File: src/hdl/i2c_master_transaction_sequencer_unit_macros.svh
// assertion macros for the i2c transaction sequencer
`ifndef I2C_MASTER_TRANSACTION_SEQUENCER_UNIT_MACROS_SVH
`define I2C_MASTER_TRANSACTION_SEQUENCER_UNIT_MACROS_SVH

// same-cycle implication under active-low reset
`define I2CS_ASSERT_IMP(lbl, clk, rst_n, ante, cons) \
    lbl: assert property (@(posedge clk) disable iff (!(rst_n)) (ante) |-> (cons)) \
        else $error("i2cs same-cycle check failed");

// next-cycle implication under active-low reset
`define I2CS_ASSERT_NXT(lbl, clk, rst_n, ante, cons) \
    lbl: assert property (@(posedge clk) disable iff (!(rst_n)) (ante) |=> (cons)) \
        else $error("i2cs next-cycle check failed");

`endif

File: src/hdl/i2cs_pkg.sv
// shared codes and types of the i2c transaction sequencer
package i2cs_pkg;

    localparam logic [1:0] OP_LOAD   = 2'd0;
    localparam logic [1:0] OP_BEGIN  = 2'd1;
    localparam logic [1:0] OP_STATUS = 2'd2;

    localparam logic [1:0] KIND_PROBE = 2'd0;
    localparam logic [1:0] KIND_READ  = 2'd1;
    localparam logic [1:0] KIND_WRITE = 2'd2;

    localparam logic [2:0] CMD_NONE     = 3'd0;
    localparam logic [2:0] CMD_START    = 3'd1;
    localparam logic [2:0] CMD_SEND     = 3'd2;
    localparam logic [2:0] CMD_RECV_ACK = 3'd3;
    localparam logic [2:0] CMD_RECV_NAK = 3'd4;
    localparam logic [2:0] CMD_STOP     = 3'd5;

    localparam logic [3:0] RC_OK           = 4'd0;
    localparam logic [3:0] RC_RETRIES      = 4'd1;
    localparam logic [3:0] RC_PROBE_ARB_ST = 4'd2;
    localparam logic [3:0] RC_BAD_START    = 4'd3;
    localparam logic [3:0] RC_PROBE_NACK   = 4'd4;
    localparam logic [3:0] RC_PROBE_ARB_AD = 4'd5;
    localparam logic [3:0] RC_BAD_ADDR     = 4'd6;
    localparam logic [3:0] RC_READ_FAIL    = 4'd7;
    localparam logic [3:0] RC_BAD_LENGTH   = 4'd8;

    localparam logic [7:0] ST_START     = 8'h08;
    localparam logic [7:0] ST_RSTART    = 8'h10;
    localparam logic [7:0] ST_WADDR_ACK = 8'h18;
    localparam logic [7:0] ST_WADDR_NAK = 8'h20;
    localparam logic [7:0] ST_WDATA_ACK = 8'h28;
    localparam logic [7:0] ST_ARB_LOST  = 8'h38;
    localparam logic [7:0] ST_RADDR_ACK = 8'h40;
    localparam logic [7:0] ST_RADDR_NAK = 8'h48;
    localparam logic [7:0] ST_RDATA_ACK = 8'h50;
    localparam logic [7:0] ST_RDATA_NAK = 8'h58;
    localparam logic [7:0] ST_MASK      = 8'hF8;

    localparam logic [3:0] RETRY_RESET = 4'd3;

    typedef struct packed {
        logic [2:0] command;
        logic [7:0] send_byte;
        logic       rx_valid;
        logic [7:0] rx_byte;
        logic       done_res;
        logic [3:0] result_code;
    } t_result;

    typedef struct packed {
        logic valid;
        logic use_mem;
    } t_res_ctl;

    typedef struct packed {
        logic idle;
        logic load_full;
    } t_ctrl_status;

endpackage

File: src/hdl/i2cs_txbuf.sv
// transmit byte buffer, one write and one registered read port
module i2cs_txbuf #(
    parameter int TX_DEPTH = 16,
    parameter int AW = (TX_DEPTH > 1) ? $clog2(TX_DEPTH) : 1
) (
    input  logic          i_clk,
    input  logic          i_we,
    input  logic [AW-1:0] i_waddr,
    input  logic [7:0]    i_wdata,
    input  logic          i_re,
    input  logic [AW-1:0] i_raddr,
    output logic [7:0]    o_rdata
);

    logic [7:0] r_mem [TX_DEPTH];
    logic [7:0] r_rdata;

    always_ff @(posedge i_clk) begin
        if (i_we) begin
            r_mem[i_waddr] <= i_wdata;
        end
    end

    always_ff @(posedge i_clk) begin
        if (i_re) begin
            r_rdata <= r_mem[i_raddr];
        end
    end

    assign o_rdata = r_rdata;

endmodule

File: src/hdl/i2cs_ctrl.sv
// transaction state and next-command decision for each accepted item
module i2cs_ctrl #(
    parameter int TX_DEPTH = 16,
    parameter int AW = (TX_DEPTH > 1) ? $clog2(TX_DEPTH) : 1,
    parameter int SW = $clog2(TX_DEPTH + 1)
) (
    input  logic                  i_clk,
    input  logic                  i_rst_n,
    input  logic                  i_cfg_wen,
    input  logic [3:0]            i_cfg_wdata,
    input  logic                  i_accept,
    input  logic [1:0]            i_op,
    input  logic [1:0]            i_kind,
    input  logic [6:0]            i_slave_address,
    input  logic [15:0]           i_length,
    input  logic                  i_keep_bus,
    input  logic [7:0]            i_tx_byte,
    input  logic [7:0]            i_bus_status,
    input  logic [7:0]            i_rx_data,
    output logic                  o_mem_we,
    output logic [AW-1:0]         o_mem_waddr,
    output logic [7:0]            o_mem_wdata,
    output logic                  o_mem_re,
    output logic [AW-1:0]         o_mem_raddr,
    output i2cs_pkg::t_res_ctl    o_res_ctl,
    output i2cs_pkg::t_result     o_res,
    output i2cs_pkg::t_ctrl_status o_status
);

    typedef enum logic [2:0] {
        PH_IDLE,
        PH_START,
        PH_ADDR,
        PH_WDATA,
        PH_RDATA
    } t_phase;

    localparam logic [SW-1:0] DEPTH_SW  = SW'(TX_DEPTH);
    localparam logic [16:0]   DEPTH_LEN = 17'(TX_DEPTH);

    t_phase        r_phase, n_phase;
    logic [1:0]    r_kind, n_kind;
    logic [6:0]    r_addr, n_addr;
    logic [15:0]   r_total, n_total;
    logic [15:0]   r_left, n_left;
    logic          r_hold, n_hold;
    logic [3:0]    r_attempts, n_attempts;
    logic [SW-1:0] r_load_ptr, n_load_ptr;
    logic [SW-1:0] r_send_idx, n_send_idx;
    logic [3:0]    r_retry_limit;

    logic [7:0] st;
    logic [3:0] lim;
    logic       fin, ret;
    logic [3:0] code;
    logic       rv;
    logic [7:0] rb;
    i2cs_pkg::t_result  res;
    i2cs_pkg::t_res_ctl ctl;

    always_comb begin
        n_phase    = r_phase;
        n_kind     = r_kind;
        n_addr     = r_addr;
        n_total    = r_total;
        n_left     = r_left;
        n_hold     = r_hold;
        n_attempts = r_attempts;
        n_load_ptr = r_load_ptr;
        n_send_idx = r_send_idx;
        res        = '0;
        ctl        = '0;
        fin        = 1'b0;
        ret        = 1'b0;
        code       = i2cs_pkg::RC_OK;
        rv         = 1'b0;
        rb         = 8'd0;
        o_mem_we   = 1'b0;
        o_mem_re   = 1'b0;
        st         = i_bus_status & i2cs_pkg::ST_MASK;
        lim        = (r_retry_limit == 4'd0) ? 4'd1 : r_retry_limit;

        if (i_accept) begin
            case (i_op)
                i2cs_pkg::OP_LOAD: begin
                    if (r_phase == PH_IDLE && r_load_ptr < DEPTH_SW) begin
                        o_mem_we   = 1'b1;
                        n_load_ptr = r_load_ptr + SW'(1);
                    end
                end
                i2cs_pkg::OP_BEGIN: begin
                    if (r_phase == PH_IDLE && i_kind != 2'd3) begin
                        n_kind     = i_kind;
                        n_addr     = i_slave_address;
                        n_total    = i_length;
                        n_left     = i_length;
                        n_hold     = i_keep_bus;
                        n_send_idx = '0;
                        ctl.valid  = 1'b1;
                        if (i_kind == i2cs_pkg::KIND_WRITE && {1'b0, i_length} > DEPTH_LEN) begin
                            n_load_ptr      = '0;
                            res.done_res    = 1'b1;
                            res.result_code = i2cs_pkg::RC_BAD_LENGTH;
                        end else begin
                            n_attempts  = 4'd1;
                            n_phase     = PH_START;
                            res.command = i2cs_pkg::CMD_START;
                        end
                    end
                end
                i2cs_pkg::OP_STATUS: begin
                    case (r_phase)
                        PH_START: begin
                            ctl.valid = 1'b1;
                            if (st == i2cs_pkg::ST_ARB_LOST) begin
                                if (r_kind == i2cs_pkg::KIND_PROBE) begin
                                    fin  = 1'b1;
                                    code = i2cs_pkg::RC_PROBE_ARB_ST;
                                end else begin
                                    ret  = 1'b1;
                                    code = i2cs_pkg::RC_RETRIES;
                                end
                            end else if (st != i2cs_pkg::ST_START && st != i2cs_pkg::ST_RSTART) begin
                                fin  = 1'b1;
                                code = i2cs_pkg::RC_BAD_START;
                            end else begin
                                n_phase       = PH_ADDR;
                                res.command   = i2cs_pkg::CMD_SEND;
                                res.send_byte = {r_addr, r_kind == i2cs_pkg::KIND_READ};
                            end
                        end
                        PH_ADDR: begin
                            ctl.valid = 1'b1;
                            if (r_kind == i2cs_pkg::KIND_PROBE) begin
                                fin = 1'b1;
                                if (st == i2cs_pkg::ST_WADDR_NAK) begin
                                    code = i2cs_pkg::RC_PROBE_NACK;
                                end else if (st == i2cs_pkg::ST_ARB_LOST) begin
                                    code = i2cs_pkg::RC_PROBE_ARB_AD;
                                end else if (st != i2cs_pkg::ST_WADDR_ACK) begin
                                    code = i2cs_pkg::RC_BAD_ADDR;
                                end
                            end else if (r_kind == i2cs_pkg::KIND_WRITE) begin
                                if (st == i2cs_pkg::ST_WADDR_NAK || st == i2cs_pkg::ST_ARB_LOST) begin
                                    ret  = 1'b1;
                                    code = i2cs_pkg::RC_RETRIES;
                                end else if (st != i2cs_pkg::ST_WADDR_ACK) begin
                                    fin  = 1'b1;
                                    code = i2cs_pkg::RC_BAD_ADDR;
                                end else if (r_left == 16'd0) begin
                                    fin = 1'b1;
                                end else begin
                                    n_phase     = PH_WDATA;
                                    res.command = i2cs_pkg::CMD_SEND;
                                    ctl.use_mem = 1'b1;
                                    o_mem_re    = 1'b1;
                                    n_send_idx  = r_send_idx + SW'(1);
                                end
                            end else begin
                                if (st == i2cs_pkg::ST_RADDR_NAK || st == i2cs_pkg::ST_ARB_LOST) begin
                                    ret  = 1'b1;
                                    code = i2cs_pkg::RC_RETRIES;
                                end else if (st != i2cs_pkg::ST_RADDR_ACK) begin
                                    fin  = 1'b1;
                                    code = i2cs_pkg::RC_BAD_ADDR;
                                end else if (r_left == 16'd0) begin
                                    fin = 1'b1;
                                end else begin
                                    n_phase     = PH_RDATA;
                                    res.command = (r_left > 16'd1) ? i2cs_pkg::CMD_RECV_ACK
                                                                   : i2cs_pkg::CMD_RECV_NAK;
                                end
                            end
                        end
                        PH_WDATA: begin
                            ctl.valid = 1'b1;
                            if (st != i2cs_pkg::ST_WDATA_ACK) begin
                                ret  = 1'b1;
                                code = i2cs_pkg::RC_RETRIES;
                            end else if (r_left <= 16'd1) begin
                                n_left = 16'd0;
                                fin    = 1'b1;
                            end else begin
                                n_left      = r_left - 16'd1;
                                res.command = i2cs_pkg::CMD_SEND;
                                ctl.use_mem = 1'b1;
                                o_mem_re    = 1'b1;
                                n_send_idx  = r_send_idx + SW'(1);
                            end
                        end
                        PH_RDATA: begin
                            ctl.valid = 1'b1;
                            if (st == i2cs_pkg::ST_RDATA_NAK) begin
                                fin = 1'b1;
                                rv  = 1'b1;
                                rb  = i_rx_data;
                            end else if (st != i2cs_pkg::ST_RDATA_ACK) begin
                                ret  = 1'b1;
                                code = i2cs_pkg::RC_READ_FAIL;
                            end else if (r_left <= 16'd1) begin
                                ret  = 1'b1;
                                code = i2cs_pkg::RC_READ_FAIL;
                                rv   = 1'b1;
                                rb   = i_rx_data;
                            end else begin
                                n_left       = r_left - 16'd1;
                                res.command  = (r_left > 16'd2) ? i2cs_pkg::CMD_RECV_ACK
                                                                : i2cs_pkg::CMD_RECV_NAK;
                                res.rx_valid = 1'b1;
                                res.rx_byte  = i_rx_data;
                            end
                        end
                        default: begin
                            ctl.valid = 1'b0;
                        end
                    endcase
                end
                default: begin
                    ctl.valid = 1'b0;
                end
            endcase

            if (ret) begin
                if (r_attempts < lim) begin
                    n_attempts   = r_attempts + 4'd1;
                    n_left       = r_total;
                    n_send_idx   = '0;
                    n_phase      = PH_START;
                    res.command  = i2cs_pkg::CMD_START;
                    res.rx_valid = rv;
                    res.rx_byte  = rb;
                end else begin
                    fin = 1'b1;
                end
            end
            if (fin) begin
                res.command     = (r_kind == i2cs_pkg::KIND_PROBE || !r_hold)
                                  ? i2cs_pkg::CMD_STOP : i2cs_pkg::CMD_NONE;
                res.send_byte   = 8'd0;
                res.rx_valid    = rv;
                res.rx_byte     = rb;
                res.done_res    = 1'b1;
                res.result_code = code;
                n_phase         = PH_IDLE;
                if (r_kind == i2cs_pkg::KIND_WRITE) begin
                    n_load_ptr = '0;
                end
            end
        end
    end

    always_ff @(posedge i_clk) begin
        if (!i_rst_n) begin
            r_phase       <= PH_IDLE;
            r_kind        <= '0;
            r_addr        <= '0;
            r_total       <= '0;
            r_left        <= '0;
            r_hold        <= 1'b0;
            r_attempts    <= '0;
            r_load_ptr    <= '0;
            r_send_idx    <= '0;
            r_retry_limit <= i2cs_pkg::RETRY_RESET;
        end else begin
            r_phase    <= n_phase;
            r_kind     <= n_kind;
            r_addr     <= n_addr;
            r_total    <= n_total;
            r_left     <= n_left;
            r_hold     <= n_hold;
            r_attempts <= n_attempts;
            r_load_ptr <= n_load_ptr;
            r_send_idx <= n_send_idx;
            if (i_cfg_wen) begin
                r_retry_limit <= i_cfg_wdata;
            end
        end
    end

    assign o_mem_waddr        = r_load_ptr[AW-1:0];
    assign o_mem_wdata        = i_tx_byte;
    assign o_mem_raddr        = r_send_idx[AW-1:0];
    assign o_res              = res;
    assign o_res_ctl          = ctl;
    assign o_status.idle      = (r_phase == PH_IDLE);
    assign o_status.load_full = (r_load_ptr >= DEPTH_SW);

endmodule

File: src/hdl/i2c_master_transaction_sequencer_unit.sv
// i2c master transaction sequencer: top level with output register
// an accepted item's result is registered and shows on the master side in the next cycle
// throughput: one item per cycle unless the master side stalls the output register
// data bytes come from the transmit buffer through its registered read port
// reset: synchronous active low, idle phase, retry limit 3, buffer contents undefined
// the buffer needs no clearing pass, items are taken from the first cycle after reset
`include "i2c_master_transaction_sequencer_unit_macros.svh"

module i2c_master_transaction_sequencer_unit #(
    parameter int TX_DEPTH = 16
) (
    input  logic        i_clk,
    input  logic        i_rst_n,
    input  logic        i_cfg_wen,
    input  logic [3:0]  i_cfg_wdata,
    input  logic        i_s_axis_tvalid,
    output logic        o_s_axis_tready,
    // kind, slave_address, length, keep_bus, tx_byte, bus_status, rx_data
    input  logic [55:0] i_s_axis_tdata,
    // op
    input  logic [1:0]  i_s_axis_tuser,
    output logic        o_m_axis_tvalid,
    input  logic        i_m_axis_tready,
    // command, send_byte, rx_valid, rx_byte, done_res, result_code
    output logic [31:0] o_m_axis_tdata
);

    localparam int AW = (TX_DEPTH > 1) ? $clog2(TX_DEPTH) : 1;
    localparam int SW = $clog2(TX_DEPTH + 1);

    logic                   accept;
    logic                   mem_we, mem_re;
    logic [AW-1:0]          mem_waddr, mem_raddr;
    logic [7:0]             mem_wdata, mem_rdata;
    i2cs_pkg::t_res_ctl     res_ctl;
    i2cs_pkg::t_result      res;
    i2cs_pkg::t_ctrl_status ctrl_status;

    logic              r_out_valid;
    logic              r_use_mem;
    i2cs_pkg::t_result r_res;
    logic [7:0]        send_byte;

    assign o_s_axis_tready = !r_out_valid || i_m_axis_tready;
    assign accept          = i_s_axis_tvalid && o_s_axis_tready;

    i2cs_ctrl #(
        .TX_DEPTH (TX_DEPTH),
        .AW       (AW),
        .SW       (SW)
    ) u_ctrl (
        .i_clk           (i_clk),
        .i_rst_n         (i_rst_n),
        .i_cfg_wen       (i_cfg_wen),
        .i_cfg_wdata     (i_cfg_wdata),
        .i_accept        (accept),
        .i_op            (i_s_axis_tuser),
        .i_kind          (i_s_axis_tdata[1:0]),
        .i_slave_address (i_s_axis_tdata[8:2]),
        .i_length        (i_s_axis_tdata[24:9]),
        .i_keep_bus      (i_s_axis_tdata[25]),
        .i_tx_byte       (i_s_axis_tdata[33:26]),
        .i_bus_status    (i_s_axis_tdata[41:34]),
        .i_rx_data       (i_s_axis_tdata[49:42]),
        .o_mem_we        (mem_we),
        .o_mem_waddr     (mem_waddr),
        .o_mem_wdata     (mem_wdata),
        .o_mem_re        (mem_re),
        .o_mem_raddr     (mem_raddr),
        .o_res_ctl       (res_ctl),
        .o_res           (res),
        .o_status        (ctrl_status)
    );

    i2cs_txbuf #(
        .TX_DEPTH (TX_DEPTH),
        .AW       (AW)
    ) u_txbuf (
        .i_clk   (i_clk),
        .i_we    (mem_we),
        .i_waddr (mem_waddr),
        .i_wdata (mem_wdata),
        .i_re    (mem_re),
        .i_raddr (mem_raddr),
        .o_rdata (mem_rdata)
    );

    always_ff @(posedge i_clk) begin
        if (!i_rst_n) begin
            r_out_valid <= 1'b0;
            r_use_mem   <= 1'b0;
        end else if (accept) begin
            r_out_valid <= res_ctl.valid;
            r_use_mem   <= res_ctl.use_mem;
        end else if (i_m_axis_tready) begin
            r_out_valid <= 1'b0;
        end
    end

    always_ff @(posedge i_clk) begin
        if (accept) begin
            r_res <= res;
        end
    end

    assign send_byte       = r_use_mem ? mem_rdata : r_res.send_byte;
    assign o_m_axis_tvalid = r_out_valid;
    assign o_m_axis_tdata  = {7'd0, r_res.result_code, r_res.done_res, r_res.rx_byte,
                              r_res.rx_valid, send_byte, r_res.command};

    `I2CS_ASSERT_NXT(a_done_leaves_idle, i_clk, i_rst_n,
        accept && res_ctl.valid && res.done_res, ctrl_status.idle)
    `I2CS_ASSERT_NXT(a_start_leaves_busy, i_clk, i_rst_n,
        accept && res_ctl.valid && res.command == i2cs_pkg::CMD_START, !ctrl_status.idle)
    `I2CS_ASSERT_IMP(a_mem_only_on_send, i_clk, i_rst_n,
        r_out_valid && r_use_mem, r_res.command == i2cs_pkg::CMD_SEND && !r_res.done_res)
    `I2CS_ASSERT_IMP(a_no_load_when_full, i_clk, i_rst_n,
        ctrl_status.load_full, !mem_we)

endmodule
File: config.mk
export PLATFORM = sky130hd
export DESIGN_NAME = i2c_master_transaction_sequencer_unit
export DESIGN_NICKNAME = d
export VERILOG_FILES = /design/src/hdl/i2cs_pkg.sv /design/src/hdl/i2cs_txbuf.sv /design/src/hdl/i2cs_ctrl.sv /design/src/hdl/i2c_master_transaction_sequencer_unit.sv
export VERILOG_INCLUDE_DIRS = /design/src /design/src/hdl
export SDC_FILE = /design/constraint.sdc
export NUM_CORES = 1
export LEC_CHECK = 0
export BUFFER_PORTS_ARGS = -buffer_cell sky130_fd_sc_hd__buf_2
export CAP_MARGIN = 20
export CORE_MARGIN = 8
export CORE_UTILIZATION = 54
export DETAILED_ROUTE_END_ITERATION = 8
export PLACE_DENSITY_LB_ADDON = 0.2
export RECOVER_POWER = 25
export SETUP_SLACK_MARGIN = 0.2
export SYNTH_ARGS = -nofsm -noshare
export SYNTH_HDL_FRONTEND = slang
export SYNTH_SLANG_ARGS = --single-unit
File: constraint.sdc
create_clock -name i_clk -period 2.48 [get_ports i_clk]
set_clock_uncertainty 0.15 [all_clocks]
set_input_delay 0.248 -clock i_clk [delete_from_list [all_inputs] [get_ports i_clk]]
set_output_delay 0.248 -clock i_clk [all_outputs]
set_load 0.005 [all_outputs]
After elaboration in Yosys (flattened, before gate mapping)
Memory sizes are Yosys's and may differ from the RTL's. A register that Yosys moved wholly into a read port is not among the register bits.
Cells that the tools add are included.
{"block": "totals", "regBits": 90, "mem_bits_rw": 128, "output_inout_bits": 34, "mem_count": 1}
{"memory": "u_txbuf.r_mem", "depth": 16, "width": 8, "rd": 1, "rd_ports_with_merged_regs": 1, "write_ports": 1, "line": "i2cs_txbuf.sv:15", "text": "logic [7:0] r_mem [TX_DEPTH];"}
{"block": "classes", "add_sub_neg": 4, "order_cmp": 6, "eq_ne": 20, "muxes": 164, "bitwise": 2, "n_reduce_logical": 20}
{"operator": "2-to-1 mux 16 bit", "count": 8}
{"operator": "2-to-1 mux 3 bit", "count": 35}
{"operator": "2-to-1 mux 5 bit", "count": 18}
{"operator": "one-hot mux 16 bit (2 select lines)", "count": 2}
{"operator": "2-to-1 mux 4 bit", "count": 15}
{"operator": "2-to-1 mux 8 bit", "count": 7}
{"operator": "2-to-1 mux 9 bit", "count": 6}
{"operator": "2-to-1 mux 1 bit", "count": 53}
{"operator": "one-hot mux 5 bit (2 select lines)", "count": 3}
{"operator": "2-to-1 mux 25 bit", "count": 1}
{"operator": "2-to-1 mux 10 bit", "count": 2}
{"operator": "one-hot mux 3 bit (2 select lines)", "count": 3}
{"operator": "2-to-1 mux 17 bit", "count": 1}
{"operator": "greater-than comparator 16 x 1 -> 1 bit (second input constant)", "count": 1}
{"operator": "greater-than comparator 16 x 2 -> 1 bit (second input constant)", "count": 1}
{"operator": "greater-than comparator 16 x 5 -> 1 bit (second input constant)", "count": 1}
{"operator": "less-or-equal comparator 16 x 1 -> 1 bit (second input constant)", "count": 1}
{"operator": "zero test 16 bit", "count": 1}
{"operator": "one-hot mux 4 bit (4 select lines)", "count": 1}
{"operator": "subtractor 16 x 1 -> 16 bit (second input constant)", "count": 1}
{"operator": "one-hot mux 3 bit (4 select lines)", "count": 1}
{"operator": "adder 5 x 1 -> 5 bit (second input constant)", "count": 2}
{"operator": "equality test 5 x 3 -> 1 bit (second input constant)", "count": 2}
{"operator": "equality test 5 x 4 -> 1 bit (second input constant)", "count": 2}
{"operator": "other kinds (27)", "count": 48}

Longest topological paths before layout
Gate-level depths: netlist of the first run.
{"block": "depth", "ltp_word": 12, "mapped_depth": 11}

By module
Synthesis of the first run repeated with hierarchy kept, for this count alone.
{"block": "hier_totals", "hier_cells": 935, "hier_area_um2": 11174.5}
{"mod": "i2cs_txbuf", "instances": 1, "cells_per_inst": 229, "area_each_um2": 5227.5, "seq_area_each_um2": 4083.9}
{"mod": "i2cs_ctrl", "instances": 1, "cells_per_inst": 638, "area_each_um2": 4788.3, "seq_area_each_um2": 1241.2}
{"mod": "i2c_master_transaction_sequencer_unit", "instances": 1, "cells_per_inst": 68, "area_each_um2": 1158.6, "seq_area_each_um2": 790.8}

Worst setup path before layout of the first run
No wires, ideal clock.
{"block": "synth_path", "path_type": "reg-to-reg", "startpoint": "reg u_ctrl.r_phase[0]", "endpoint": "mem u_txbuf.r_mem[1][0], enable pin", "setup_ps": 383, "arrival_ps": 2133, "required_ps": 1947, "setup_slack_ps": -187, "stages_incl_launch_ff": 6, "path_buffers": 1, "period_less_slack_ps": 2667, "path_cell_list": "dfxtp_1 > clkbuf_1 > nor4_1 > and3_1 > nand2_1 > nor3_1"}
{"block": "synth_via", "elab_chain_len": 7}
{"element": "from (decl)", "line": "i2cs_ctrl.sv:41", "text": "t_phase r_phase, n_phase;"}
{"element": "from (signal assigned)", "line": "i2cs_ctrl.sv:265", "text": "r_phase <= n_phase;"}
{"element": "zero test 3 bit", "line": "i2cs_ctrl.sv:86", "text": "if (r_phase == PH_IDLE && r_load_ptr < DEPTH_SW) begin"}
{"element": "logical AND 1 bit", "line": "i2cs_ctrl.sv:86"}
{"element": "2-to-1 mux 1 bit", "line": "i2cs_ctrl.sv:86"}
{"element": "2-to-1 mux 1 bit", "line": "i2cs_ctrl.sv:84", "text": "case (i_op)"}
{"element": "2-to-1 mux 1 bit", "line": "i2cs_ctrl.sv:83", "text": "if (i_accept) begin"}
{"element": "2-to-1 mux 1 bit", "line": "i2cs_txbuf.sv:19", "text": "if (i_we) begin"}
{"element": "2-to-1 mux 1 bit (implied by the code)", "line": "i2cs_txbuf.sv:20", "text": "r_mem[i_waddr] <= i_wdata;"}
{"element": "to (decl)", "line": "i2cs_txbuf.sv:15"}
No other way between the ends.

==> results of run 1 <==
logic make-up after synthesis:
logic type | share of synthesized area
fa+ha+maj | 0.0179
mux | 0.0969
simple gates | 0.158
flops | 0.547
xor+xnor | 0.00235
other cells | 0.000336
compound gates | 0.125
buf+inv | 0.0516
flip-flops by register name, indices dropped and copies added (netlist names):
register              flops
o_m_axis_tdata           17
o_m_axis_tvalid           1
r_res                     8
r_use_mem                 1
u_ctrl.r_addr             7
u_ctrl.r_attempts         4
u_ctrl.r_hold             1
u_ctrl.r_kind             2
u_ctrl.r_left            16
u_ctrl.r_load_ptr         5
u_ctrl.r_phase            3
u_ctrl.r_retry_limit      4
u_ctrl.r_send_idx         4
u_ctrl.r_total           16
u_txbuf.o_rdata           8
u_txbuf.r_mem           128
metal layers:
metal | vias up | global-route usage | share of wire
li1 | 4165 | - | -
met3 | 70 | 0.0596 | 0.093
met1 | 4445 | 0.345 | 0.42
met4 | 2 | 0.0654 | 0.020
met2 | 455 | 0.394 | 0.46
met5 | - | 0 | 0.00036
stage by stage:
step / utilization / cells / setup WS [ns] / hold slack (ns)
2_1_floorplan: - / 973 / 0.103 / 0.197
3_3_place_gp: 0.631 / 1383 / -0.0281 / 0.288
3_5_place_dp: 0.631 / 1383 / -0.0914 / 0.292
4_1_cts: 0.722 / 1504 / -0.0249 / 0.207
5_1_grt: 0.736 / 1517 / -0.153 / 0.269
6_report: 0.736 / 1517 / -0.0695 / 0.201
power breakdown:
group	switching (uW)	leakage [uW]	internal, uW
sequential	27.6	0.00200	4070
combinational	486	0.00315	372
clock	1500	0.000402	2210
final cells by class:
cell class / count / area [um2]
Sequential cell: 225 / 6130
Inverter: 27 / 104
Clock inverter: 17 / 218
Fill cell: 1348 / 5350
Tap cell: 270 / 338
Multi-Input combinational cell: 634 / 5060
Timing Repair Buffer: 318 / 2480
Clock buffer: 26 / 608
worst paths after layout:
| check | start | end | cells after the start |
|---|---|---|---|
| setup / recovery | u_ctrl.r_left[1] | o_m_axis_tdata[11] | 11 |
| hold / removal | i_s_axis_tdata[41] | o_m_axis_tdata[22] | 5 |
| setup reg to reg | u_ctrl.r_left[1] | o_m_axis_tdata[11] | 11 |
| hold reg to reg | u_ctrl.r_total[4] | u_ctrl.r_total[4] | 2 |
cells in the mapped netlist (all sizes together) (5+ instances only):
master,count
nand2b,9
mux4,40
o211ai,10
nand2,124
and2,9
o311ai,10
and3,30
nand4,7
o21ai,34
dfxtp,64
a31oi,17
nor3b,7
inv,26
nor2,59
a211oi,6
o31ai,6
nor2b,5
nor4,9
mux2,9
ha,16
buf,47
nand3,46
edfxtp,161
mux2i,8
nor3,23
clkbuf,41
o221ai,5
a21oi,55
layout by cell type, fill, tap and decap left out, types with 24 or more instances in the layout:
master,Yosys,layout
dfxtp_1,64,54
clkbuf_16,0,24
edfxtp_1,161,161
buf_4,27,151
and3_1,29,26
a21oi_1,54,47
nand3_1,46,42
inv_1,26,24
buf_2,9,77
mux4_2,40,40
nand2_1,123,117
dlygate4sd3_1,0,54
nor2_1,57,50
critical path, cell delays in order (launching register included):
cell and delay, ns:
dfxtp_2 0.35, inv_4 0.05, ha_4 0.17, nor3b_4 0.15, and4_4 0.17, o211ai_1 0.24, o2111ai_2 0.16, and2_4 0.21
o32ai_4 0.35, buf_6 0.16, buf_16 0.10, inv_1 0.04
what timing repair did:
item / 4_1_cts / 5_1_grt
pin swaps: 37 / 28
gates resized for setup: 70 / 50
cloned: 2 / 0
setup endpoints to repair: 51 / 57
endpoints found under the hold margin: 172 / 0
hold buffers: 54 / 0
buffers inserted: 22 / 13
==> impl_metrics.csv, run 1 <==
group,metric,value,unit
status,status,"finished with violations",
status,violations,"setup timing",
critical_path,arrival,2.70,ns
critical_path,worstSetupPathType,"flop to flop",
route,avgRoutedWirePerCell,21.9,um
timing,setup_viol,15,
critical_path,critPathLaunchType,"flop",
critical_path,required,2.63,ns
global_route,antenna_found_initial,1,
power,cellPowerDensity,580,nW/um2
timing,setup_ws,-0.0695,ns
min_path,hold_path.class,"primary input to flop",
clock_tree,cts_made_buffers,24,
clock_tree,cts.clk_slew.worst_paths,0.07,ns
floorplan,die_h,160,um
synth,synthCells,967,
floorplan,initial_core_util,0.550,
power,total_power,8670,uW
global_route,grt_pass1_vias,8928,
synth,synthDistinctLibCells,94,
global_route,grt_pass1_wl,50.6,mm
clock_tree,htreeDepth,1,
clock_tree,clk_latency,0.54,ns
timing,rsz0062_at_grt,"true",
clock_tree,clockRootBuffer,"clkbuf_16",
timing,max_freq,392,MHz
placed_design,port_buffers,84,
floorplan,io_pins,101,
critical_path,worst_setup_path_end_kind,"flop",
timing,drv_slew,0,
placed_design,place_congestion,0.957,
synth,ys_top_cells_by_area,"edfxtp_1, dfxtp_1, mux4_2",
clock_tree,cts_sinks,225,
synth,ys.flop_type,"edfxtp_1",
synth,avgSynthCellArea,11.6,um2
route,drt_iter0_drc,919,
clock_tree,clockBufferDepth,3,
timing,period_share,1.03,
floorplan,die_w,160,um
timing,worstMarginPinSlew,0.716,ns
global_route,grt_use_total,0.251,
route,ant_nets,0,
synth,synth-edff-count,161,
route,wl,33.2,mm
floorplan,die-area,25500,um2
global_route,grt_overflow_total,0,
synth,synth-async-reset-ratio,0,
global_route,grt_max_degree,37,
route,num_vias,9137,
route,drc_errors,0,
run,drv_cap,0,
synth,ys_warn_count,0,
critical_path,path_max_fanout,4,
power,ir_drop,0.551,mV
synth,synth_seq_cells,225,
route,via_per_inst,6.02,
timing,slew_headroom,0.523,
floorplan,coreArea,20300,um2
power,power_leakage,0.00555,uW
timing,setup_tns,-0.703,ns
timing,fin_crit,2.55,ns
finish,drive_above_1_share,0.366,
critical_path,r2r_slack,-0.07,ns
synth,synth_top_area_share,0.433,
synth,yosys.area.top_type,"edfxtp_1",
placed_design,dpl_cell_area,12800,um2
synth,syn_area,11200,um2
placed_design,dp_hpwl,21.9,mm
finish,diodes,0,
clock_tree,tritoncts,"done",
finish,fin_nets,1313,
synth,ys_seq_area_frac,0.547,
floorplan,rows,52,
finish,stdcell_area,14900,um2
finish,syn2layout_area_growth,33.8,%
route,drt_pass1_iterations,6,
timing,hold_viol,0,
No activity file was read; power rests on OpenSTA's default activity.
==> run 2, diff against run 1 <==
--- a/config.mk
+++ b/config.mk
@@ -6,11 +6,11 @@
 export SDC_FILE = /design/constraint.sdc
 export NUM_CORES = 1
 export LEC_CHECK = 0
-export BUFFER_PORTS_ARGS = -buffer_cell sky130_fd_sc_hd__buf_2
 export CAP_MARGIN = 20
 export CORE_MARGIN = 8
-export CORE_UTILIZATION = 54
+export CORE_UTILIZATION = 58
 export DETAILED_ROUTE_END_ITERATION = 8
+export DONT_BUFFER_PORTS = 1
 export PLACE_DENSITY_LB_ADDON = 0.2
 export RECOVER_POWER = 25
 export SETUP_SLACK_MARGIN = 0.2
==> constraint.sdc (replaced) <==
create_clock -name i_clk -period 2.3 [get_ports i_clk]
set_clock_uncertainty 0.15 [all_clocks]
set_input_delay 0.23 -clock i_clk [delete_from_list [all_inputs] [get_ports i_clk]]
set_output_delay 0.23 -clock i_clk [all_outputs]
set_load 0.005 [all_outputs]
==> run 2 against run 1 <==
  * The run ends with DRC, setup timing left
  * Sequential power rose by 8.1%
  * Routed wire length rose by 11%
  * Die area fell by 6.2%
  * Non-clock buffer count shrank 51
  * Worst setup slack worse by 0.25 ns
  * Via count grew 5.5%
  * Final area is 3.0% higher
  * Sequential share of layout area decreased by 1.1 points
  * Final cell count is 4.0% lower
  * Flip-flop and latch count did not move
==> impl_metrics.csv, run 2 (synthesis gave the netlist of run 1 again) <==
group,metric,value,unit
status,status,"finished with violations",
status,violations,"DRC, setup timing",
global_route,antenna_found_initial,0,
finish,layout.core_utilization,0.817,
route,num_vias,9636,
critical_path,arrival,2.94,ns
finish,stdcell_area,15400,um2
placed_design,dp_slack,-0.194,ns
timing,worstMarginPinSlew,0.669,ns
global_route,grt_overflow_total,0,
finish,diodes,0,
route,avgRoutedWirePerCell,25.3,um
placed_design,place_congestion,0.960,
timing,fin_crit,2.62,ns
power,power.net_switching,2200,uW
placed_design,dp_hpwl,21.8,mm
clock_tree,clockBufferDepth,3,
timing,hold_viol,0,
floorplan,initial_core_util,0.593,
power,pwr-share-seq,0.477,
finish,fin_nets,1262,
timing,rsz0062_at_grt,"true",
critical_path,worstRegToRegCells,10,
global_route,grt_pass1_vias,8918,
timing,setup_ws,-0.323,ns
clock_tree,cts_made_buffers,24,
finish,final_cell_mix,"edfxtp_1, buf_4, nand2_1, dlygate4sd3_1, dfxtp_1",
critical_path,path_max_fanout,5,
floorplan,die_h,155,um
timing,setup_tns,-10.86,ns
power,power_leakage,0.00556,uW
timing,drv_slew,0,
global_route,grt_use_total,0.281,
min_path,hold_path.class,"primary input to flop",
timing,max_freq,381,MHz
clock_tree,cts_sinks,225,
clock_tree,clockRootBuffer,"clkbuf_16",
power,p_int,7060,uW
route,via_per_inst,6.61,
finish,final_common_cell,"edfxtp_1",
route,ant_nets,0,
min_path,holdPathStages,4,
finish,drive_above_1_share,0.399,
power,swShare,0.238,
clock_tree,tritoncts,"done",
power,ir_drop,0.599,mV
placed_design,dpl_cell_area,12800,um2
finish,syn2layout_area_growth,37.8,%
critical_path,worst_setup_path_end_kind,"flop",
timing,slew_headroom,0.553,
finish,largest-register,"u_txbuf.r_mem",
clock_tree,htreeDepth,1,
route,drt_iter0_drc,1392,
critical_path,required,2.62,ns
floorplan,coreArea,18800,um2
clock_tree,clk_latency,0.54,ns
placed_design,port_buffers,0,
timing,setup_viol,57,
clock_tree,cts.clk_slew.worst_paths,0.07,ns
floorplan,die-area,24000,um2
floorplan,rows,50,
timing,period_share,1.14,
power,power.share.clock,0.418,
floorplan,die_w,155,um
route,wl,36.8,mm
route,drt_pass1_iterations,9,
global_route,grt_max_degree,38,
power,cellPowerDensity,602,nW/um2
critical_path,worstSetupPathType,"flop to flop",
floorplan,io_pins,101,
critical_path,critPathLaunchType,"flop",
power,power_frac_comb,0.105,
route,drc_errors,15,
timing,fin_hold_ws,0.0284,ns
global_route,grt_pass1_wl,52.5,mm
run,drv_cap,0,
finish,largest_reg_flops,128,
## run 2: changes by cell type in the layout (fill, tap and decap cells not counted), sizes merged
cell,delta
bufinv,-1
dlygate4sd3,-3
clkinv,+2
buf,-42
clkinvlp,+2
clkbuf,-8
## run 2: what timing repair did
action                                 CTS  global route
cloned                                   3             1
hold buffers                            52             0
endpoints found under the hold margin  192             0
gates resized for setup                 96            84
pin swaps                               44            43
setup endpoints to repair              102           197
setup buffers                           26            17
## run 2: worst paths after layout
path,startpoint,slack [ns],to
max reg2reg,u_ctrl.r_left[8],-0.32,u_ctrl.r_left[15]
min reg2reg,u_ctrl.r_total[7],0.30,u_ctrl.r_total[7]
min,i_s_axis_tdata[0],0.03,o_m_axis_tdata[24]
max,u_ctrl.r_left[8],-0.32,u_ctrl.r_left[15]
## run 2: final cells by class
cell class,count,area (um2)
well taps,260,325
multi-input cells,634,5470
clock buffers,24,601
fillers,948,3440
clock inverters,20,196
inverters,27,104
flip-flops and latches,225,6140
repair buffers,267,2560
## run 2: layer usage
| metal | GRT usage | vias up | routed length, um |
|---|---|---|---|
| met1 | 0.397 | 4659 | 14500 |
| met4 | 0.0663 | 0 | 1300 |
| li1 | - | 4075 | - |
| met3 | 0.0621 | 156 | 4360 |
| met5 | 0 | - | 0 |
| met2 | 0.435 | 746 | 16700 |
## run 2: per-stage QoR
stage	total power [uW]	cells
finish	9260	1457
floorplan	4900	973
detailed placement	5130	1314
global route	9480	1457
global placement	5120	1314
CTS	9140	1439
## run 2: power by group through the flow
stage / clock [uW] / sequential (uW) / combinational [uW]
floorplan: 0 / 4490 / 409
global placement: 0 / 4500 / 617
detailed placement: 0 / 4500 / 623
CTS: 3890 / 4410 / 838
global route: 4050 / 4420 / 1010
finish: 3870 / 4420 / 971
## run 2: critical path: stages, from the launching register on
cell     delay (ns)
dfxtp_2        0.34
nor4_4         0.47
nand2_2        0.19
buf_6          0.17
nor2_4         0.14
o211a_4        0.21
o21ai_4        0.12
buf_6          0.17
nor3_1         0.31
buf_4          0.18
a221o_1        0.12
